[config.mk]
export PLATFORM = sky130hd
export DESIGN_NAME = packed_distance_matrix_unpacker
export DESIGN_NICKNAME = d
export VERILOG_FILES = /design/src/rtl/core/pdmu_pkg.sv /design/src/rtl/core/packed_distance_matrix_unpacker.sv
export SDC_FILE = /design/constraint.sdc
export NUM_CORES = 1
export LEC_CHECK = 0
export ABC_CLOCK_PERIOD_IN_PS = 4940
export BUFFER_PORTS_ARGS = -buffer_cell sky130_fd_sc_hd__buf_2
export CAP_MARGIN = 25
export CELL_PAD_IN_SITES_DETAIL_PLACEMENT = 0
export CELL_PAD_IN_SITES_GLOBAL_PLACEMENT = 1
export CORE_ASPECT_RATIO = 1.75
export CORE_MARGIN = 1.5
export CORE_UTILIZATION = 31
export DETAILED_ROUTE_END_ITERATION = 16
export PLACE_DENSITY_LB_ADDON = 0.3
export SYNTH_ARGS = -nofsm -noshare
export SYNTH_HDL_FRONTEND = slang
export SYNTH_SLANG_ARGS = --single-unit
[constraint.sdc]
create_clock -name clk -period 4.94 [get_ports clk]
set_input_delay 0.494 -clock clk [delete_from_list [all_inputs] [get_ports clk]]
set_output_delay 0.494 -clock clk [all_outputs]
set_load 0.05 [all_outputs]
[src/rtl/core/pdmu_pkg.sv]
// ----------------------------------------------------------------------------
// pdmu_pkg
// Layout codes, widths and helpers for the packed distance matrix unpacker.
// ----------------------------------------------------------------------------
`default_nettype none

package pdmu_pkg;

  localparam int MAX_NODES = 1024;
  localparam int IDX_W     = $clog2(MAX_NODES);
  localparam int CNT_W     = IDX_W + 1;
  localparam int NC_W      = 11;
  localparam int FMT_W     = 4;
  localparam int WGT_W     = 32;
  localparam int OUT_IDX_W = 10;
  localparam int CFG_IDX_W = 1;
  localparam int CFG_DAT_W = 11;
  localparam int STAT_W    = 2;
  localparam int NCMP_W    = (NC_W > CNT_W) ? NC_W : CNT_W;

  localparam logic [CFG_IDX_W-1:0] REG_FORMAT = 1'b0;
  localparam logic [CFG_IDX_W-1:0] REG_NODES  = 1'b1;

  localparam logic [FMT_W-1:0] FMT_FULL         = 4'd0;
  localparam logic [FMT_W-1:0] FMT_UPPER_ROW    = 4'd1;
  localparam logic [FMT_W-1:0] FMT_LOWER_ROW    = 4'd2;
  localparam logic [FMT_W-1:0] FMT_UPPER_DG_ROW = 4'd3;
  localparam logic [FMT_W-1:0] FMT_LOWER_DG_ROW = 4'd4;
  localparam logic [FMT_W-1:0] FMT_UPPER_COL    = 4'd5;
  localparam logic [FMT_W-1:0] FMT_LOWER_COL    = 4'd6;
  localparam logic [FMT_W-1:0] FMT_UPPER_DG_COL = 4'd7;
  localparam logic [FMT_W-1:0] FMT_LOWER_DG_COL = 4'd8;

  localparam logic [STAT_W-1:0] ST_PROGRESS = 2'd0;
  localparam logic [STAT_W-1:0] ST_COMPLETE = 2'd1;
  localparam logic [STAT_W-1:0] ST_SHORT    = 2'd2;
  localparam logic [STAT_W-1:0] ST_EXTRA    = 2'd3;

  typedef struct packed {
    logic [OUT_IDX_W-1:0]    row;
    logic [OUT_IDX_W-1:0]    col;
    logic signed [WGT_W-1:0] value;
    logic                    wvalid;
    logic                    mirror;
    logic [STAT_W-1:0]       status;
  } result_t;

  function automatic logic [FMT_W-1:0] eff_format(input logic [FMT_W-1:0] fmt);
    return (fmt > FMT_LOWER_DG_COL) ? FMT_FULL : fmt;
  endfunction

  function automatic logic [CNT_W-1:0] eff_nodes(input logic [NC_W-1:0] nc);
    logic [NCMP_W-1:0] v;
    v = NCMP_W'(nc);
    if (v == '0) begin
      v = NCMP_W'(1);
    end else if (v > NCMP_W'(MAX_NODES)) begin
      v = NCMP_W'(MAX_NODES);
    end
    return CNT_W'(v);
  endfunction

endpackage

`default_nettype wire

[src/rtl/core/packed_distance_matrix_unpacker.sv]
// ----------------------------------------------------------------------------
// packed_distance_matrix_unpacker
// Maps a stream of packed edge weights onto matrix cells for nine layouts.
//
//   port group | direction | handshake          | carries
//   in_*       | input     | in_valid/in_ready   | one weight word, last flag
//   out_*      | output    | out_valid/out_ready | cell, weight, flags, status
//   cfg_*      | input     | cfg_wr_en           | layout and node count
//
// One word enters per cycle while in_ready is high; its result is registered
// in the output register. A second word is held in a skid register while the
// output stalls, so in_ready falls only when both are full. Reset is synchronous and
// restarts the section at cell (0,0) with the full-matrix layout and one node.
// ----------------------------------------------------------------------------
`default_nettype none

module packed_distance_matrix_unpacker
  import pdmu_pkg::*;
(
  input  wire                          clk,
  input  wire                          rst_n,
  input  wire                          cfg_wr_en,
  input  wire  [CFG_IDX_W-1:0]         cfg_index,
  input  wire  [CFG_DAT_W-1:0]         cfg_wdata,
  input  wire                          in_valid,
  output logic                         in_ready,
  input  wire  signed [WGT_W-1:0]      in_weight_in,
  input  wire                          in_last_value,
  output logic                         out_valid,
  input  wire                          out_ready,
  output logic [OUT_IDX_W-1:0]         out_write_row,
  output logic [OUT_IDX_W-1:0]         out_write_col,
  output logic signed [WGT_W-1:0]      out_write_value,
  output logic                         out_write_valid,
  output logic                         out_mirror_write,
  output logic [STAT_W-1:0]            out_status
);

  logic [FMT_W-1:0] fmt_r, fmt_nxt;
  logic [NC_W-1:0]  nc_r, nc_nxt;
  logic [IDX_W-1:0] cur_row_r, cur_row_nxt, cur_col_r, cur_col_nxt;
  logic             section_full_r, section_full_nxt;
  logic             extra_seen_r, extra_seen_nxt;

  logic             out_valid_r, out_valid_nxt, skid_valid_r, skid_valid_nxt;
  result_t          out_res_r, out_res_nxt, skid_res_r, skid_res_nxt;

  logic [FMT_W-1:0] fmt_eff, st_fmt;
  logic [CNT_W-1:0] n_eff, st_n;
  logic [CNT_W-1:0] r_ext, c_ext, r1, c1;
  logic             adv_done;
  logic [IDX_W-1:0] st_row, st_col;
  logic             st_full;
  logic             in_fire, out_take, full_now, extra_now;
  result_t          res;

  assign in_ready = !skid_valid_r;
  assign in_fire  = in_valid && in_ready;
  assign out_take = out_valid_r && out_ready;

  assign fmt_eff = eff_format(fmt_r);
  assign n_eff   = eff_nodes(nc_r);
  assign r_ext   = CNT_W'(cur_row_r);
  assign c_ext   = CNT_W'(cur_col_r);

  // step to the next cell in layout order
  always_comb begin
    r1       = r_ext;
    c1       = c_ext;
    adv_done = 1'b0;
    unique case (fmt_eff)
      FMT_UPPER_ROW: begin
        c1 = c_ext + 1'b1;
        if (c1 >= n_eff) begin
          r1 = r_ext + 1'b1;
          c1 = r_ext + CNT_W'(2);
          adv_done = (c1 >= n_eff);
        end
      end
      FMT_LOWER_ROW: begin
        c1 = c_ext + 1'b1;
        if (c1 >= r_ext) begin
          r1 = r_ext + 1'b1;
          c1 = '0;
          adv_done = (r1 >= n_eff);
        end
      end
      FMT_UPPER_DG_ROW: begin
        c1 = c_ext + 1'b1;
        if (c1 >= n_eff) begin
          r1 = r_ext + 1'b1;
          c1 = r1;
          adv_done = (r1 >= n_eff);
        end
      end
      FMT_LOWER_DG_ROW: begin
        c1 = c_ext + 1'b1;
        if (c1 > r_ext) begin
          r1 = r_ext + 1'b1;
          c1 = '0;
          adv_done = (r1 >= n_eff);
        end
      end
      FMT_UPPER_COL: begin
        r1 = r_ext + 1'b1;
        if (r1 >= c_ext) begin
          c1 = c_ext + 1'b1;
          r1 = '0;
          adv_done = (c1 >= n_eff);
        end
      end
      FMT_LOWER_COL: begin
        r1 = r_ext + 1'b1;
        if (r1 >= n_eff) begin
          c1 = c_ext + 1'b1;
          r1 = c_ext + CNT_W'(2);
          adv_done = (r1 >= n_eff);
        end
      end
      FMT_UPPER_DG_COL: begin
        r1 = r_ext + 1'b1;
        if (r1 > c_ext) begin
          c1 = c_ext + 1'b1;
          r1 = '0;
          adv_done = (c1 >= n_eff);
        end
      end
      FMT_LOWER_DG_COL: begin
        r1 = r_ext + 1'b1;
        if (r1 >= n_eff) begin
          c1 = c_ext + 1'b1;
          r1 = c1;
          adv_done = (c1 >= n_eff);
        end
      end
      default: begin
        c1 = c_ext + 1'b1;
        if (c1 >= n_eff) begin
          c1 = '0;
          r1 = r_ext + 1'b1;
          adv_done = (r1 >= n_eff);
        end
      end
    endcase
  end

  // configuration and section start
  always_comb begin
    fmt_nxt = fmt_r;
    nc_nxt  = nc_r;
    if (cfg_wr_en) begin
      unique case (cfg_index)
        REG_FORMAT: fmt_nxt = cfg_wdata[FMT_W-1:0];
        REG_NODES:  nc_nxt  = cfg_wdata[NC_W-1:0];
        default:    fmt_nxt = fmt_r;
      endcase
    end
    st_fmt  = eff_format(fmt_nxt);
    st_n    = eff_nodes(nc_nxt);
    st_row  = ((st_fmt == FMT_LOWER_ROW) || (st_fmt == FMT_LOWER_COL)) ? IDX_W'(1) : '0;
    st_col  = ((st_fmt == FMT_UPPER_ROW) || (st_fmt == FMT_UPPER_COL)) ? IDX_W'(1) : '0;
    st_full = (st_n == CNT_W'(1)) &&
              ((st_fmt == FMT_UPPER_ROW) || (st_fmt == FMT_LOWER_ROW) ||
               (st_fmt == FMT_UPPER_COL) || (st_fmt == FMT_LOWER_COL));
  end

  // result for the word at the input
  always_comb begin
    res       = '0;
    full_now  = section_full_r;
    extra_now = extra_seen_r || section_full_r;
    if (!section_full_r) begin
      res.row    = OUT_IDX_W'(cur_row_r);
      res.col    = OUT_IDX_W'(cur_col_r);
      res.value  = in_weight_in;
      res.wvalid = 1'b1;
      res.mirror = (fmt_eff != FMT_FULL);
      full_now   = adv_done;
    end
    if (in_last_value) begin
      priority if (extra_now) begin
        res.status = ST_EXTRA;
      end else if (full_now) begin
        res.status = ST_COMPLETE;
      end else begin
        res.status = ST_SHORT;
      end
    end else begin
      res.status = ST_PROGRESS;
    end
  end

  always_comb begin
    cur_row_nxt      = cur_row_r;
    cur_col_nxt      = cur_col_r;
    section_full_nxt = section_full_r;
    extra_seen_nxt   = extra_seen_r;
    if (cfg_wr_en || (in_fire && in_last_value)) begin
      cur_row_nxt      = st_row;
      cur_col_nxt      = st_col;
      section_full_nxt = st_full;
      extra_seen_nxt   = 1'b0;
    end else if (in_fire) begin
      section_full_nxt = full_now;
      extra_seen_nxt   = extra_now;
      if (!section_full_r) begin
        cur_row_nxt = adv_done ? '0 : IDX_W'(r1);
        cur_col_nxt = adv_done ? '0 : IDX_W'(c1);
      end
    end
  end

  // output register with skid stage
  always_comb begin
    out_valid_nxt  = out_valid_r;
    skid_valid_nxt = skid_valid_r;
    out_res_nxt    = out_res_r;
    skid_res_nxt   = skid_res_r;
    if (in_fire) begin
      if (!out_valid_r || out_take) begin
        out_res_nxt   = res;
        out_valid_nxt = 1'b1;
      end else begin
        skid_res_nxt   = res;
        skid_valid_nxt = 1'b1;
      end
    end else if (out_take) begin
      if (skid_valid_r) begin
        out_res_nxt    = skid_res_r;
        skid_valid_nxt = 1'b0;
      end else begin
        out_valid_nxt = 1'b0;
      end
    end
  end

  always_ff @(posedge clk) begin
    if (!rst_n) begin
      fmt_r          <= FMT_FULL;
      nc_r           <= NC_W'(1);
      cur_row_r      <= '0;
      cur_col_r      <= '0;
      section_full_r <= 1'b0;
      extra_seen_r   <= 1'b0;
      out_valid_r    <= 1'b0;
      skid_valid_r   <= 1'b0;
    end else begin
      fmt_r          <= fmt_nxt;
      nc_r           <= nc_nxt;
      cur_row_r      <= cur_row_nxt;
      cur_col_r      <= cur_col_nxt;
      section_full_r <= section_full_nxt;
      extra_seen_r   <= extra_seen_nxt;
      out_valid_r    <= out_valid_nxt;
      skid_valid_r   <= skid_valid_nxt;
    end
  end

  always_ff @(posedge clk) begin
    out_res_r  <= out_res_nxt;
    skid_res_r <= skid_res_nxt;
  end

  assign out_valid        = out_valid_r;
  assign out_write_row    = out_res_r.row;
  assign out_write_col    = out_res_r.col;
  assign out_write_value  = out_res_r.value;
  assign out_write_valid  = out_res_r.wvalid;
  assign out_mirror_write = out_res_r.mirror;
  assign out_status       = out_res_r.status;

  a_skid_behind_out: assert property (@(posedge clk) disable iff (!rst_n)
    skid_valid_r |-> out_valid_r)
    else $error("skid register holds a word while the output register is empty");

  a_cell_in_range: assert property (@(posedge clk) disable iff (!rst_n)
    !section_full_r |-> (r_ext < n_eff) && (c_ext < n_eff))
    else $error("cell counter outside the matrix");

  a_close_clears_extra: assert property (@(posedge clk) disable iff (!rst_n)
    (in_fire && in_last_value) |=> !extra_seen_r)
    else $error("extra flag survives a section close");

  a_extra_zeroed: assert property (@(posedge clk) disable iff (!rst_n)
    (out_valid_r && !out_write_valid) |->
      (out_write_row == '0) && (out_write_col == '0) && (out_write_value == '0) &&
      !out_mirror_write)
    else $error("extra word result carries a non-zero cell or weight");

endmodule

`default_nettype wire
# Word level (Yosys, flattened, before mapping)
# Index checks and enable logic that the tools add are counted.
# word_totals
ff_bits,151
in_bits,50
output_inout_bits,58
# classes
addsub,4
n_lt_le_gt_ge,12
n_eq_ne,22
n_mux,64
bitwise_logic,2
reduce_logical,29
# op_table
cell,n
10-bit two-way mux,23
56-bit two-way mux,4
10-bit one-hot mux with 7 select lines,1
11-bit two-way mux,6
10-bit one-hot mux with 6 select lines,1
54-bit two-way mux,1
11-bit greater-or-equal comparator,4
"4-bit by 3-bit == test with 1-bit output, second input constant",6
"10-bit by 1-bit adder with 11-bit output, second input constant",2
"10-bit by 2-bit adder with 11-bit output, second input constant",2
11-bit by 10-bit greater-or-equal comparator with 1-bit output,2
11-bit by 10-bit > comparator with 1-bit output,2
"11-bit > comparator, second input constant",2
11-bit zero test,2
1-bit two-way mux,20
4-bit two-way mux,4
"4-bit inequality test, second input constant",4
"4-bit by 2-bit == test with 1-bit output, second input constant",3
"11-bit by 1-bit == test with 1-bit output, second input constant",1
5-bit AND reduction,2
9-bit nonzero test,1
"4-bit by 1-bit == test with 1-bit output, second input constant",2
"4-bit > comparator, second input constant",2
1-bit logical OR,8
other kinds (14),28

# Depth between registers and ports, before layout
# depth
word_depth,12
depth_mapped,16

# Worst setup path after synthesis
# No wires, ideal clock.
# synth_timing
path_kind,input-to-reg
start,in in_valid
end,"reg out_res_r, in the netlist out_mirror_write (enable)"
t_arrival_ps,4226
required_time_ps,4452
slack_ps,225
path_stages,6
path_buffers,3
path_cell_list,nor2b_1 -> buf_2 -> clkbuf_1 -> buf_1 -> a21oi_1 -> a21oi_1
# synth_between
elab_chain_len,3
elab_cells_between_ends,5
# synth_rtl
element,line_no,text
from (decl),packed_distance_matrix_unpacker.sv:25,"input wire in_valid,"
1-bit logical AND *,packed_distance_matrix_unpacker.sv:58,assign in_fire = in_valid && in_ready;
2-bit by 1-bit inequality test with 1-bit output (no source line) or 2-bit nonzero test (tied branches),-,
3-bit AND reduction (no source line) *,-,
to (signal assigned),packed_distance_matrix_unpacker.sv:260,out_res_r <= out_res_nxt;
to (decl),packed_distance_matrix_unpacker.sv:46,"result_t out_res_r, out_res_nxt, skid_res_r, skid_res_nxt;"
# Every way passes the cells marked *; elsewhere a longest branch is shown, timed or not.
# A chain may end at the register's enable or synchronous reset.

# Worst setup path after layout
# layout_timing
start,reg cur_col_r[0]
end,reg cur_row_r[9]
# layout_between
elab_chain_len,8
elab_cells_between_ends,30
# layout_rtl
element,line_no,text
from (decl),packed_distance_matrix_unpacker.sv:41,"logic [IDX_W-1:0] cur_row_r, cur_row_nxt, cur_col_r, cur_col_nxt;"
from (signal assigned),packed_distance_matrix_unpacker.sv:251,cur_col_r <= cur_col_nxt;
10-bit by 1-bit adder with 11-bit output or 10-bit by 2-bit adder with 11-bit output (tied branches),-,
"11-bit greater-or-equal comparator, or another cell as far along",-,
"1-bit two-way mux, or another cell as far along","packed_distance_matrix_unpacker.sv:90, packed_distance_matrix_unpacker.sv:138",
1-bit one-hot mux with 7 select lines,packed_distance_matrix_unpacker.sv:71,unique case (fmt_eff)
10-bit two-way mux,packed_distance_matrix_unpacker.sv:207,cur_row_nxt = adv_done ? '0 : IDX_W'(r1);
10-bit two-way mux,packed_distance_matrix_unpacker.sv:206,if (!section_full_r) begin
10-bit two-way mux,packed_distance_matrix_unpacker.sv:203,end else if (in_fire) begin
10-bit two-way mux,packed_distance_matrix_unpacker.sv:198,if (cfg_wr_en || (in_fire && in_last_value)) begin
to (signal assigned),packed_distance_matrix_unpacker.sv:250,cur_row_r <= cur_row_nxt;
to (decl),packed_distance_matrix_unpacker.sv:41,
# Several ways; a longest one is shown, not always the timed one. The select of a mux whose other input is x is not followed.

==> results.toml <==
[clock_network]
postCtsHoldBufs = 0
cts-buffers-inserted = 17
post-cts-setup-buffers = 0
cts_sinks = 151
htreeDepth = 4
cts_resized = 0
cts-root-buf = "clkbuf_16"
cts_tree = "yes"
clock_latency_ns = 0.44
clock_path_buffers = 2
clk_pin_slew_ns = 0.06

[synth]
ys_seq_area_share_pct = 47.93
synthCells = 812
synth_area_leader_cell = "edfxtp_1"
async_flop_share_pct = 0
yosysWarnings = 0
synthMostInstantiatedCell = "edfxtp_1"
synth_edf_count = 112
synthFlopType = "edfxtp_1"
synth_nets = 929
synthTopCellsByCount = "112 x edfxtp_1, 77 x nand2_1, 70 x nor2_1, 67 x ha_1, 54 x mux2_2"
synth_area_per_cell_um2 = 10.65
yosys.area.top_type_share_pct = 38.90
yosysUniqueCellTypes = 67
synth.cell_area_mm2 = 0.008646
ys_top_cells_by_area = "edfxtp_1 39%, ha_1 9.7%, dfxtp_1 9.0%"
ys_ff_latch = 151

[timing]
setup_tns_ns = 0
fmax_ghz = 0.2145
max_slew.worst_pin.slew_ns = 0.9305
finalCriticalPeriod_ns = 4.661
finalClockSkew_ns = 0.008445
drv_slew = 0
hold_viol = 0
min_period_over_period_pct = 94.36
finalSetupViolations = 0
rsz0062_at_grt = "no"
relSlewSlack_pct = 37.97

[final_layout]
num-nets-final = 1040
syn_to_final_growth_pct = 17.71
drive_gt1_share_pct = 24.63
fillers = 2797
post-route-util_pct = 37.24
antenna-diode-count = 0
finalNonFillerCells = 1303

[worst_setup_path]
required_ns = 5.31
crit_arrival_ns = 5.04
critPathMaxFanout = 14
crit_chain = "ha_1, nand3_1, nor3_1, ha_1, a2111oi_2, o21ai_1, a211oi_2, or2_1, a2bb2oi_2, o211ai_4, nor4_4, a22o_1"
worst-setup-path-type = "flop to flop"
cp_slowest_cell = "nor3_1"
critical_path.top_delay_family = "simple AND/OR/NAND/NOR gates"
crit_buf_inv = 0
worstSetupStartpointType = "flop"
endpoint_kind = "flop"
critPathMaxStageDelay_ns = 0.68
critPathMostFrequentCell = "ha_1"

[routing]
wl_per_cell_um = 21.05
wirelength_um = 27430
drcViolationCount = 0
vias = 6702
via_per_inst = 5.144
antenna_left = 0
drtIter0Drc = 376
firstDrtPassIters = 5

[global_route]
grt_antenna_before_repair = 0
grt_overflow = 0
grt_use_total_pct = 19.65
grt_pass1_wl_um = 41300
grt_max_degree = 62
grt_pass1_vias = 6912

[floorplanning]
die_x_um = 129.2
initial_utilization_pct = 31.64
row_count = 80
die_h_um = 223.9
die_area_mm2 = 0.02894
coreArea_mm2 = 0.02733
io_pins = 108

[placement]
dpl.hpwl_um = 21700
dpl.cell_count = 1273
port_buffers = 107
globalplace.congestion = 0.9624

[power_and_ir_drop]
p_per_area_mw_per_mm2 = 323.2
ir_drop_mv = 0.2257
p_leak_nw = 3.904

[min_path]
min_path_type = "input pin to flop"

[outcome]
status = "completed"

[run]
max-cap-violations = 0
worst paths after layout:
kind	to	slack [ns]	cells past startpoint	start
min	skid_valid_r$_SDFFE_PN0P_	0.26	2	out_ready
min reg2reg	nc_r[6]$_SDFF_PN0_	0.47	2	nc_r[6]$_SDFF_PN0_
max reg2reg	cur_row_r[9]$_SDFFE_PN0P_	0.28	12	cur_col_r[0]$_SDFFE_PN0P_
max	cur_row_r[9]$_SDFFE_PN0P_	0.28	12	cur_col_r[0]$_SDFFE_PN0P_
cells in the final DEF (no fill, tap or decap), types with 7 or more instances in the layout:
| cell type | n |
|---|---|
| edfxtp_1 | 112 |
| clkbuf_16 | 17 |
| nand4_1 | 13 |
| dfxtp_1 | 38 |
| nor2b_1 | 37 |
| nand2_1 | 77 |
| o21ai_0 | 31 |
| nand3_1 | 25 |
| nor3_1 | 13 |
| a21oi_1 | 50 |
| ha_1 | 67 |
| buf_2 | 109 |
| mux2_2 | 54 |
| buf_4 | 17 |
| inv_1 | 35 |
| nand2b_1 | 7 |
| xnor2_1 | 27 |
| a22oi_1 | 17 |
| a22o_1 | 8 |
| nor2_1 | 70 |
power by group:
part / switching [W] / internal, W
registers: 0.0000318 / 0.00144
clock network: 0.000520 / 0.000683
logic: 0.000434 / 0.000185
total: 0.000985 / 0.00230
registers in the layout, summed over array words and instances (netlist names):
name / count
out_write_valid: 1
out_write_row: 10
cur_row_r: 10
extra_seen_r: 1
skid_valid_r: 1
out_status: 2
skid_res_r: 56
out_valid: 1
out_mirror_write: 1
nc_r: 11
cur_col_r: 10
fmt_r: 4
out_write_col: 10
out_write_value: 32
section_full_r: 1
layout make-up:
type | instances | area [um^2] | area share (%)
multi-input combinational | 591 | 4228 | 41.54
timing repair buffer | 126 | 673.1 | 6.614
sequential | 151 | 4145 | 40.73
clock buffer | 17 | 425.4 | 4.180
clock inverter | 13 | 108.9 | 1.070
inverter | 36 | 135.1 | 1.328
tap | 369 | 461.7 | 4.536
cells by family after synthesis:
group | count (synthesis) | share of synthesized area, %
buffers and inverters | 70 | 3.459
adders and majority gates | 67 | 9.696
DFF | 151 | 47.93
xor gates and xnor gates | 30 | 3.039
and+or+nand+nor | 271 | 15.31
AOI/OAI and AO/OA | 164 | 12.95
muxes | 59 | 7.612
per-layer routing:
layer  part of all wire, %  wire length [um]  global-route usage (%)
met4                   5.4              1492                   10.84
met1                    36              9928                   20.13
met5                     0                 0                       0
met2                    54             14920                   36.84
met3                   4.0              1097                   3.415
through the flow:
stage               hold WS [ns]  total power, W  area [um^2]  setup WS (ns)
global placement          0.4607        0.002119         9633         0.2615
global route              0.2531        0.003426        10180        0.06966
detailed placement        0.4647        0.002121         9643         0.3264
CTS                       0.2389        0.003334        10180         0.3159
floorplan                 0.4492        0.001937         8646         0.2255
finish                    0.2641        0.003289        10180         0.2788
No activity file was read; power rests on OpenSTA's default activity.
